[src/sv/apsp_pkg.sv]
// Types, constants and helpers of the all pairs shortest path unit
`timescale 1ns / 1ps
package apsp_pkg;

  localparam int MAX_VERTICES = 8;
  localparam int IDX_W        = 3;
  localparam int VCNT_W       = 4;
  localparam int W_W          = 16;
  localparam int DIST_W       = 24;
  localparam int ADDR_W       = 2 * IDX_W;
  localparam int DEPTH        = 1 << ADDR_W;

  localparam logic [VCNT_W-1:0] VCNT_RESET = VCNT_W'(MAX_VERTICES);
  localparam logic [VCNT_W-1:0] VCNT_LIMIT = VCNT_W'(MAX_VERTICES);

  localparam logic signed [DIST_W-1:0] DIST_MAX = {1'b0, {(DIST_W-1){1'b1}}};
  localparam logic signed [DIST_W-1:0] DIST_MIN = {1'b1, {(DIST_W-1){1'b0}}};

  localparam logic ACT_EDGE = 1'b0;
  localparam logic ACT_RUN  = 1'b1;

  typedef enum logic [3:0] {
    ST_IDLE,
    ST_DIAG,
    ST_RD_IK,
    ST_WAIT_IK,
    ST_RD_J,
    ST_CMP,
    ST_RD_KK,
    ST_CHK_KK,
    ST_EMIT
  } state_t;

  typedef struct packed {
    logic                    action;
    logic [IDX_W-1:0]        src;
    logic [IDX_W-1:0]        dst;
    logic signed [W_W-1:0]   weight;
  } in_item_t;

  typedef struct packed {
    logic [IDX_W-1:0]         row;
    logic [IDX_W-1:0]         col;
    logic signed [DIST_W-1:0] distance;
    logic                     reachable;
    logic                     negative_cycle;
    logic                     last;
  } out_item_t;

  typedef struct packed {
    logic                     we;
    logic [ADDR_W-1:0]        addr;
    logic signed [DIST_W-1:0] data;
  } ram_wr_t;

  // Add two distances and clamp to the distance range
  function automatic logic signed [DIST_W-1:0] sat_add(
    input logic signed [DIST_W-1:0] a,
    input logic signed [DIST_W-1:0] b
  );
    logic signed [DIST_W:0] s;
    s = {a[DIST_W-1], a} + {b[DIST_W-1], b};
    if (s[DIST_W] != s[DIST_W-1]) begin
      sat_add = s[DIST_W] ? DIST_MIN : DIST_MAX;
    end else begin
      sat_add = s[DIST_W-1:0];
    end
  endfunction

endpackage

[src/sv/apsp_dist_ram.sv]
// Distance matrix storage: one write port, two registered read ports
`timescale 1ns / 1ps
module apsp_dist_ram (
  input  logic                              clk,
  input  apsp_pkg::ram_wr_t                 wr,
  input  logic [apsp_pkg::ADDR_W-1:0]       rd_a_addr,
  input  logic [apsp_pkg::ADDR_W-1:0]       rd_b_addr,
  output logic signed [apsp_pkg::DIST_W-1:0] rd_a_data,
  output logic signed [apsp_pkg::DIST_W-1:0] rd_b_data
);

  logic signed [apsp_pkg::DIST_W-1:0] mem [apsp_pkg::DEPTH];

  always_ff @(posedge clk) begin
    if (wr.we) begin
      mem[wr.addr] <= wr.data;
    end
  end

  // read returns the old value on a same-address write
  always_ff @(posedge clk) begin
    rd_a_data <= mem[rd_a_addr];
    rd_b_data <= mem[rd_b_addr];
  end

endmodule

[src/sv/all_pairs_shortest_path_unit.sv]
// Top level: Floyd-Warshall all pairs shortest path over a small distance matrix
`timescale 1ns / 1ps
// Edge transaction: taken while idle, busy stays low, next one may follow at once.
// Run transaction with n vertices: the diagonal is zeroed, then for each k the matrix is
//   relaxed by the read/compare/write of the matrix RAM, then all n*n entries are emitted;
//   each strobe comes the cycle after its RAM read.
// Synchronous active-low reset: idle, all entries unreachable, flag clear, count 8.
module all_pairs_shortest_path_unit (
  input  logic                                clk,
  input  logic                                rst_n,
  input  logic                                start,
  output logic                                busy,
  input  apsp_pkg::in_item_t                  in_data,
  output logic                                out_valid,
  output apsp_pkg::out_item_t                 out_data,
  input  logic                                cfg_valid,
  output logic                                cfg_ready,
  input  logic [apsp_pkg::VCNT_W-1:0]         cfg_data
);

  apsp_pkg::state_t state_r, state_nxt;

  logic [apsp_pkg::IDX_W-1:0]          i_r, i_nxt;
  logic [apsp_pkg::IDX_W-1:0]          j_r, j_nxt;
  logic [apsp_pkg::IDX_W-1:0]          k_r, k_nxt;
  logic signed [apsp_pkg::DIST_W-1:0]  dik_r, dik_nxt;
  logic [apsp_pkg::DEPTH-1:0]          reach_r, reach_nxt;
  logic                                neg_r, neg_nxt;
  logic [apsp_pkg::VCNT_W-1:0]         vcount_r;

  // emission metadata, aligned with the registered RAM read
  logic                                out_valid_r, out_valid_nxt;
  logic [apsp_pkg::IDX_W-1:0]          em_row_r, em_row_nxt;
  logic [apsp_pkg::IDX_W-1:0]          em_col_r, em_col_nxt;
  logic                                em_reach_r, em_reach_nxt;
  logic                                em_last_r, em_last_nxt;
  logic                                em_neg_r, em_neg_nxt;

  // RAM interface
  apsp_pkg::ram_wr_t                   wr;
  logic [apsp_pkg::ADDR_W-1:0]         rd_a_addr, rd_b_addr;
  logic signed [apsp_pkg::DIST_W-1:0]  rd_a_data, rd_b_data;

  // effective vertex count and last index
  logic [apsp_pkg::VCNT_W-1:0]         n_eff;
  logic [apsp_pkg::VCNT_W-1:0]         n_m1_full;
  logic [apsp_pkg::IDX_W-1:0]          n_m1;
  logic                                in_acc;
  logic                                edge_ok;
  logic                                i_end, j_end, k_end;
  logic [apsp_pkg::ADDR_W-1:0]         a_ij, a_ik, a_kj, a_kk;
  logic signed [apsp_pkg::DIST_W-1:0]  sum;

  assign n_eff     = (vcount_r > apsp_pkg::VCNT_LIMIT) ? apsp_pkg::VCNT_LIMIT : vcount_r;
  assign n_m1_full = n_eff - apsp_pkg::VCNT_W'(1);
  assign n_m1      = n_m1_full[apsp_pkg::IDX_W-1:0];
  assign i_end     = (i_r == n_m1);
  assign j_end     = (j_r == n_m1);
  assign k_end     = (k_r == n_m1);

  assign a_ij = {i_r, j_r};
  assign a_ik = {i_r, k_r};
  assign a_kj = {k_r, j_r};
  assign a_kk = {k_r, k_r};

  assign in_acc  = start && !busy;
  assign edge_ok = ({1'b0, in_data.src} < n_eff) && ({1'b0, in_data.dst} < n_eff);

  // in the compare state port A holds d[k][j], port B holds d[i][j]
  assign sum = apsp_pkg::sat_add(dik_r, rd_a_data);

  apsp_dist_ram u_ram (
    .clk       (clk),
    .wr        (wr),
    .rd_a_addr (rd_a_addr),
    .rd_b_addr (rd_b_addr),
    .rd_a_data (rd_a_data),
    .rd_b_data (rd_b_data)
  );

  always_ff @(posedge clk) begin
    if (!rst_n) begin
      state_r     <= apsp_pkg::ST_IDLE;
      reach_r     <= '0;
      neg_r       <= 1'b0;
      out_valid_r <= 1'b0;
      vcount_r    <= apsp_pkg::VCNT_RESET;
    end else begin
      state_r     <= state_nxt;
      reach_r     <= reach_nxt;
      neg_r       <= neg_nxt;
      out_valid_r <= out_valid_nxt;
      if (cfg_valid && cfg_ready) begin
        vcount_r <= cfg_data;
      end
    end
  end

  // loop counters and datapath registers carry no reset
  always_ff @(posedge clk) begin
    i_r        <= i_nxt;
    j_r        <= j_nxt;
    k_r        <= k_nxt;
    dik_r      <= dik_nxt;
    em_row_r   <= em_row_nxt;
    em_col_r   <= em_col_nxt;
    em_reach_r <= em_reach_nxt;
    em_last_r  <= em_last_nxt;
    em_neg_r   <= em_neg_nxt;
  end

  always_comb begin
    state_nxt     = state_r;
    i_nxt         = i_r;
    j_nxt         = j_r;
    k_nxt         = k_r;
    dik_nxt       = dik_r;
    reach_nxt     = reach_r;
    neg_nxt       = neg_r;
    out_valid_nxt = 1'b0;
    em_row_nxt    = em_row_r;
    em_col_nxt    = em_col_r;
    em_reach_nxt  = em_reach_r;
    em_last_nxt   = em_last_r;
    em_neg_nxt    = em_neg_r;
    wr            = '0;
    rd_a_addr     = a_ij;
    rd_b_addr     = a_ij;

    unique case (state_r)
      apsp_pkg::ST_IDLE: begin
        if (in_acc) begin
          if (in_data.action == apsp_pkg::ACT_EDGE) begin
            // load one edge; drop it if either end is out of range
            if (edge_ok) begin
              wr.we   = 1'b1;
              wr.addr = {in_data.src, in_data.dst};
              wr.data = {{(apsp_pkg::DIST_W - apsp_pkg::W_W){in_data.weight[apsp_pkg::W_W-1]}},
                         in_data.weight};
              reach_nxt[{in_data.src, in_data.dst}] = 1'b1;
            end
          end else if (n_eff == '0) begin
            // empty graph: emit nothing, just clear
            reach_nxt = '0;
            neg_nxt   = 1'b0;
          end else begin
            i_nxt     = '0;
            state_nxt = apsp_pkg::ST_DIAG;
          end
        end
      end

      apsp_pkg::ST_DIAG: begin
        // zero the diagonal, one entry a cycle
        wr.we   = 1'b1;
        wr.addr = {i_r, i_r};
        wr.data = '0;
        reach_nxt[{i_r, i_r}] = 1'b1;
        if (i_end) begin
          i_nxt     = '0;
          k_nxt     = '0;
          state_nxt = apsp_pkg::ST_RD_IK;
        end else begin
          i_nxt = i_r + 1'b1;
        end
      end

      apsp_pkg::ST_RD_IK: begin
        rd_a_addr = a_ik;
        if (reach_r[a_ik]) begin
          state_nxt = apsp_pkg::ST_WAIT_IK;
        end else if (i_end) begin
          state_nxt = apsp_pkg::ST_RD_KK;
        end else begin
          i_nxt = i_r + 1'b1;
        end
      end

      apsp_pkg::ST_WAIT_IK: begin
        dik_nxt   = rd_a_data;
        j_nxt     = '0;
        state_nxt = apsp_pkg::ST_RD_J;
      end

      apsp_pkg::ST_RD_J: begin
        rd_a_addr = a_kj;
        rd_b_addr = a_ij;
        if (reach_r[a_kj]) begin
          state_nxt = apsp_pkg::ST_CMP;
        end else if (!j_end) begin
          j_nxt = j_r + 1'b1;
        end else if (i_end) begin
          state_nxt = apsp_pkg::ST_RD_KK;
        end else begin
          i_nxt     = i_r + 1'b1;
          state_nxt = apsp_pkg::ST_RD_IK;
        end
      end

      apsp_pkg::ST_CMP: begin
        // relax d[i][j] through k; write back the improved distance
        if (!reach_r[a_ij] || (sum < rd_b_data)) begin
          wr.we            = 1'b1;
          wr.addr          = a_ij;
          wr.data          = sum;
          reach_nxt[a_ij]  = 1'b1;
          // forward into the held d[i][k] when this entry is d[i][k]
          if (j_r == k_r) begin
            dik_nxt = sum;
          end
        end
        if (!j_end) begin
          j_nxt     = j_r + 1'b1;
          state_nxt = apsp_pkg::ST_RD_J;
        end else if (i_end) begin
          state_nxt = apsp_pkg::ST_RD_KK;
        end else begin
          i_nxt     = i_r + 1'b1;
          state_nxt = apsp_pkg::ST_RD_IK;
        end
      end

      apsp_pkg::ST_RD_KK: begin
        rd_a_addr = a_kk;
        state_nxt = apsp_pkg::ST_CHK_KK;
      end

      apsp_pkg::ST_CHK_KK: begin
        i_nxt = '0;
        j_nxt = '0;
        if (reach_r[a_kk] && rd_a_data[apsp_pkg::DIST_W-1]) begin
          // negative cycle through k: stop the passes
          neg_nxt   = 1'b1;
          state_nxt = apsp_pkg::ST_EMIT;
        end else if (k_end) begin
          state_nxt = apsp_pkg::ST_EMIT;
        end else begin
          k_nxt     = k_r + 1'b1;
          state_nxt = apsp_pkg::ST_RD_IK;
        end
      end

      apsp_pkg::ST_EMIT: begin
        // issue one read a cycle; the result shows the cycle after
        rd_a_addr     = a_ij;
        out_valid_nxt = 1'b1;
        em_row_nxt    = i_r;
        em_col_nxt    = j_r;
        em_reach_nxt  = reach_r[a_ij];
        em_last_nxt   = i_end && j_end;
        em_neg_nxt    = neg_r;
        if (i_end && j_end) begin
          reach_nxt = '0;
          neg_nxt   = 1'b0;
          state_nxt = apsp_pkg::ST_IDLE;
        end else if (j_end) begin
          j_nxt = '0;
          i_nxt = i_r + 1'b1;
        end else begin
          j_nxt = j_r + 1'b1;
        end
      end

      default: begin
        state_nxt = apsp_pkg::ST_IDLE;
      end
    endcase
  end

  assign busy      = (state_r != apsp_pkg::ST_IDLE);
  assign cfg_ready = (state_r == apsp_pkg::ST_IDLE) && !out_valid_r;
  assign out_valid = out_valid_r;

  always_comb begin
    out_data.row            = em_row_r;
    out_data.col            = em_col_r;
    out_data.distance       = em_reach_r ? rd_a_data : '0;
    out_data.reachable      = em_reach_r;
    out_data.negative_cycle = em_neg_r;
    out_data.last           = em_last_r;
  end

endmodule

[config.mk]
export PLATFORM = sky130hd
export DESIGN_NAME = all_pairs_shortest_path_unit
export DESIGN_NICKNAME = d
export VERILOG_FILES = /design/src/sv/apsp_pkg.sv /design/src/sv/apsp_dist_ram.sv /design/src/sv/all_pairs_shortest_path_unit.sv
export SDC_FILE = /design/constraint.sdc
export NUM_CORES = 2
export LEC_CHECK = 0
export BUFFER_PORTS_ARGS = -buffer_cell sky130_fd_sc_hd__buf_2
export CAP_MARGIN = 0
export CORE_MARGIN = 4
export CORE_UTILIZATION = 65
export CTS_CLUSTER_SIZE = 25
export DETAILED_ROUTE_END_ITERATION = 7
export GPL_ROUTABILITY_DRIVEN = 1
export GPL_TIMING_DRIVEN = 1
export PLACE_DENSITY = 0.88
export SLEW_MARGIN = 20
export SYNTH_ARGS = -nofsm -noshare
export SYNTH_HDL_FRONTEND = slang
export SYNTH_HIERARCHICAL = 1
export SYNTH_SLANG_ARGS = --single-unit
[constraint.sdc]
create_clock -name clk -period 23.5 [get_ports clk]
set_input_delay 1.175 -clock clk [delete_from_list [all_inputs] [get_ports clk]]
set_output_delay 1.175 -clock clk [all_outputs]
set_load 0.05 [all_outputs]
==> impl_metrics.py <==
metrics = {
    "outcome": {
        "status": "finished with violations",
        "violations": "design-rule violations",
    },
    "global_route": {
        "gr-total-overflow": 0,
        "grt_max_degree": 112,
        "track_usage_pct": 40.0,
        "antenna_found_initial": 24,
        "grt_pass1_wl_um": 381000,
        "grt_pass1_vias": 53677,
    },
    "layout": {
        "drive_above_1_share_pct": 26.5,
        "area_growth_pct": 9.44,
        "nNetsFinal": 5214,
        "final_cells": 6926,
        "final_util_pct": 71.9,
        "final_area_mm2": 0.0907,
    },
    "sta": {
        "finalCritPeriodShare_pct": 37.8,
        "holdWs_ps": 458,
        "fin_crit_ps": 8890,
        "skew_ps": 35.4,
        "worstMarginPinSlew_ps": 1310,
        "max_slew_margin_pct": 12.1,
        "rsz0062_at_grt": "false",
        "fmax_mhz": 113,
        "fin_ws_ps": 14610,
        "setup_viol": 0,
        "final-hold-violation-count": 0,
        "final.setup.tns_ps": 0,
        "drv_slew": 0,
    },
    "place": {
        "place_area_mm2": 0.0849,
        "gp_congestion": 1.07,
        "pre_cts_slack_ps": 14920,
        "dp.cells": 6599,
        "hpwl_um": 160000,
        "port_buffers": 66,
    },
    "floorplanning": {
        "die_w_um": 365,
        "fp-row-count": 130,
        "start_util_pct": 65.7,
        "dieArea_mm2": 0.133,
        "io_pins": 67,
        "core-area_mm2": 0.126,
        "die_h_um": 365,
    },
    "clocking": {
        "cts_tree": "done",
        "clockBufferDepth": 3,
        "postCtsHoldBufs": 0,
        "clock_sinks": 1700,
        "cts_resized": 0,
        "cts_setup_buffers": 0,
        "insertion_delay_ps": 830,
        "h-tree-depth": 4,
        "cts_root_buffer": "clkbuf_16",
        "cts.clk_slew.worst_paths_ps": 70,
        "cts_buffers": 169,
    },
    "yosys": {
        "synth.distinct_cells": 79,
        "synth_nets": 5194,
        "synth_seq_cells": 1700,
        "async_reset_ff_share_pct": 0,
        "post-synth-top-area-cell": "edfxtp_1",
        "yosysTopAreaCellShare_pct": 57.2,
        "synth_area_mm2": 0.0828,
        "syn_area_per_cell_um2": 16.2,
        "yosysSeqAreaShare_pct": 60.2,
        "ys_warn_count": 6,
        "ys_top_cells_by_count": "1578 x edfxtp_1, 606 x mux4_2, 451 x mux2i_1, 333 x nand2_1, 186 x a22oi_1",
        "synth_flop_cell": "edfxtp_1",
        "syn-instance-count": 5107,
        "yosys-top-cells-area": "edfxtp_1 57%, mux4_2 16%, mux2i_1 5.4%, dfxtp_1 2.9%, mux2_2 1.9%",
        "synth.most_common_cell": "edfxtp_1",
        "synth-edff-count": 1578,
    },
    "critical_path": {
        "max_stage_delay_ps": 1080,
        "reg2reg_setup_slack_ps": 14610,
        "cpMostUsedCell": "o21ai_0",
        "cpLargestDelayFamily": "compound AO/OA/AOI/OAI gates",
        "crit_slowest_cell": "nor2_4",
        "cp.required_ps": 23940,
        "arrival_ps": 9320,
        "r2r_cells": 25,
        "critPathMaxFanout": 24,
        "reg2reg_to": "u_ram/mem[14][13]",
        "path_buf_inv": 3,
        "worstSetupEndpointType": "register",
        "reg2reg_from": "dik_r[0]",
        "crit_path_start_kind": "register",
        "critPathKind": "reg2reg",
    },
    "power": {
        "power_mw": 9.49,
        "leakagePower_nw": 30.4,
        "ir_drop_uv": 76.0,
        "pwr_density_cell_mw_per_mm2": 105,
    },
    "min_path": {
        "min_to": "em_neg_r",
        "min_from": "neg_r",
        "hold_depth": 0,
        "hold_class": "reg2reg",
    },
    "drt": {
        "drt_wl_total_um": 266000,
        "first_pass_iters": 8,
        "vias_per_cell": 8.02,
        "drc": 37,
        "ant_nets": 0,
        "vias": 55524,
        "drt_iter0_markers": 11516,
        "avgRoutedWirePerCell_um": 38.4,
    },
    "run": {
        "drv_cap": 0,
    },
}
-- report_power, final --
| part | internal, mW | switching [mW] |
|---|---|---|
| Clock | 1.59 | 1.18 |
| Combinational | 0.961 | 2.19 |
| Sequential | 3.50 | 0.0808 |
-- cell families (layout without fill, tap and decap cells) --
logic type	Yosys count	in the layout	synth area share, %
muxes	1195	1195	23.8
DFF	1700	1700	60.2
other	0	10	0
AOI/OAI and AO/OA	897	897	7.57
adders and majority gates	61	61	0.915
buffers and inverters	460	619	2.91
and+or+nand+nor	757	757	4.22
xor gates and xnor gates	37	37	0.424
-- cells in the final DEF, fill, tap and decap left out, types with 14 or more instances in the layout --
| master | count |
|---|---|
| edfxtp_1 | 1578 |
| a21oi_1 | 137 |
| a31oi_1 | 43 |
| and2_1 | 38 |
| mux4_2 | 606 |
| nor3_1 | 23 |
| dfxtp_1 | 122 |
| inv_1 | 68 |
| buf_2 | 66 |
| nand2_1 | 333 |
| a32o_1 | 18 |
| o21ai_0 | 135 |
| a221o_1 | 28 |
| a311oi_1 | 26 |
| bufinv_16 | 20 |
| clkbuf_16 | 175 |
| nand3_1 | 52 |
| a22oi_1 | 186 |
| o21ai_1 | 31 |
| a32oi_1 | 36 |
| xnor2_1 | 26 |
| clkbuf_1 | 27 |
| ha_1 | 55 |
| mux2_2 | 133 |
| o21ai_4 | 14 |
| nor2b_1 | 27 |
| a221oi_1 | 58 |
| mux2i_1 | 451 |
| clkinv_2 | 29 |
| a2bb2oi_1 | 20 |
| o21ai_2 | 42 |
| o211ai_1 | 19 |
| nor2_1 | 91 |
| and3_1 | 29 |
| clkinv_1 | 41 |
| nand2b_1 | 15 |
| buf_4 | 164 |
| nor2_2 | 58 |
-- worst register-to-register path: cells and delay by family, from the launching register on --
family	cells	cell delay [ps]
flops	1	370
compound gates	12	3920
simple gates	7	3010
buf+inv	3	410
fa+ha+maj	3	790
-- layout make-up --
class | instances | area (um2)
Sequential cell | 1700 | 49800
Inverter | 69 | 260
Tap cell | 1650 | 2060
Multi-Input combinational cell | 2947 | 31100
Antenna cell | 10 | 25.0
Clock buffer | 205 | 4520
Timing Repair Buffer | 240 | 1750
Fill cell | 7102 | 35400
Clock inverter | 105 | 1060
-- worst max path at each step --
stage	startpoint	endpoint	slack [ps]	depth (start not counted)
after detailed placement	dik_r[11]	u_ram/mem[3][0]	14920	24
after floorplan	dik_r[11]	u_ram/mem[0][15]	15750	22
after global placement	dik_r[11]	u_ram/mem[15][21]	15160	22
final	dik_r[0]	u_ram/mem[14][13]	14610	25
after global routing	dik_r[11]	u_ram/mem[14][20]	14190	23
after CTS	dik_r[11]	u_ram/mem[15][10]	14880	22
-- registers in the layout (all words and copies together) (netlist names), 3 cells and up --
| register | flops |
|---|---|
| dik_r | 24 |
| em_col_r | 3 |
| em_row_r | 3 |
| i_r | 3 |
| j_r | 3 |
| k_r | 3 |
| reach_r | 64 |
| state_r | 4 |
| u_ram/mem | 1536 |
| u_ram/rd_a_data | 24 |
| u_ram/rd_b_data | 24 |
| vcount_r | 4 |
-- layer usage --
metal  share of wire [%]  GRT usage (%)  routed length (um)
met5                0.24           1.67                 636
met4                 7.0           21.1               18600
met3                  19           17.9               49400
met2                  44           58.2              116000
met1                  31           51.0               81600
(Power assumes the default switching activity.)
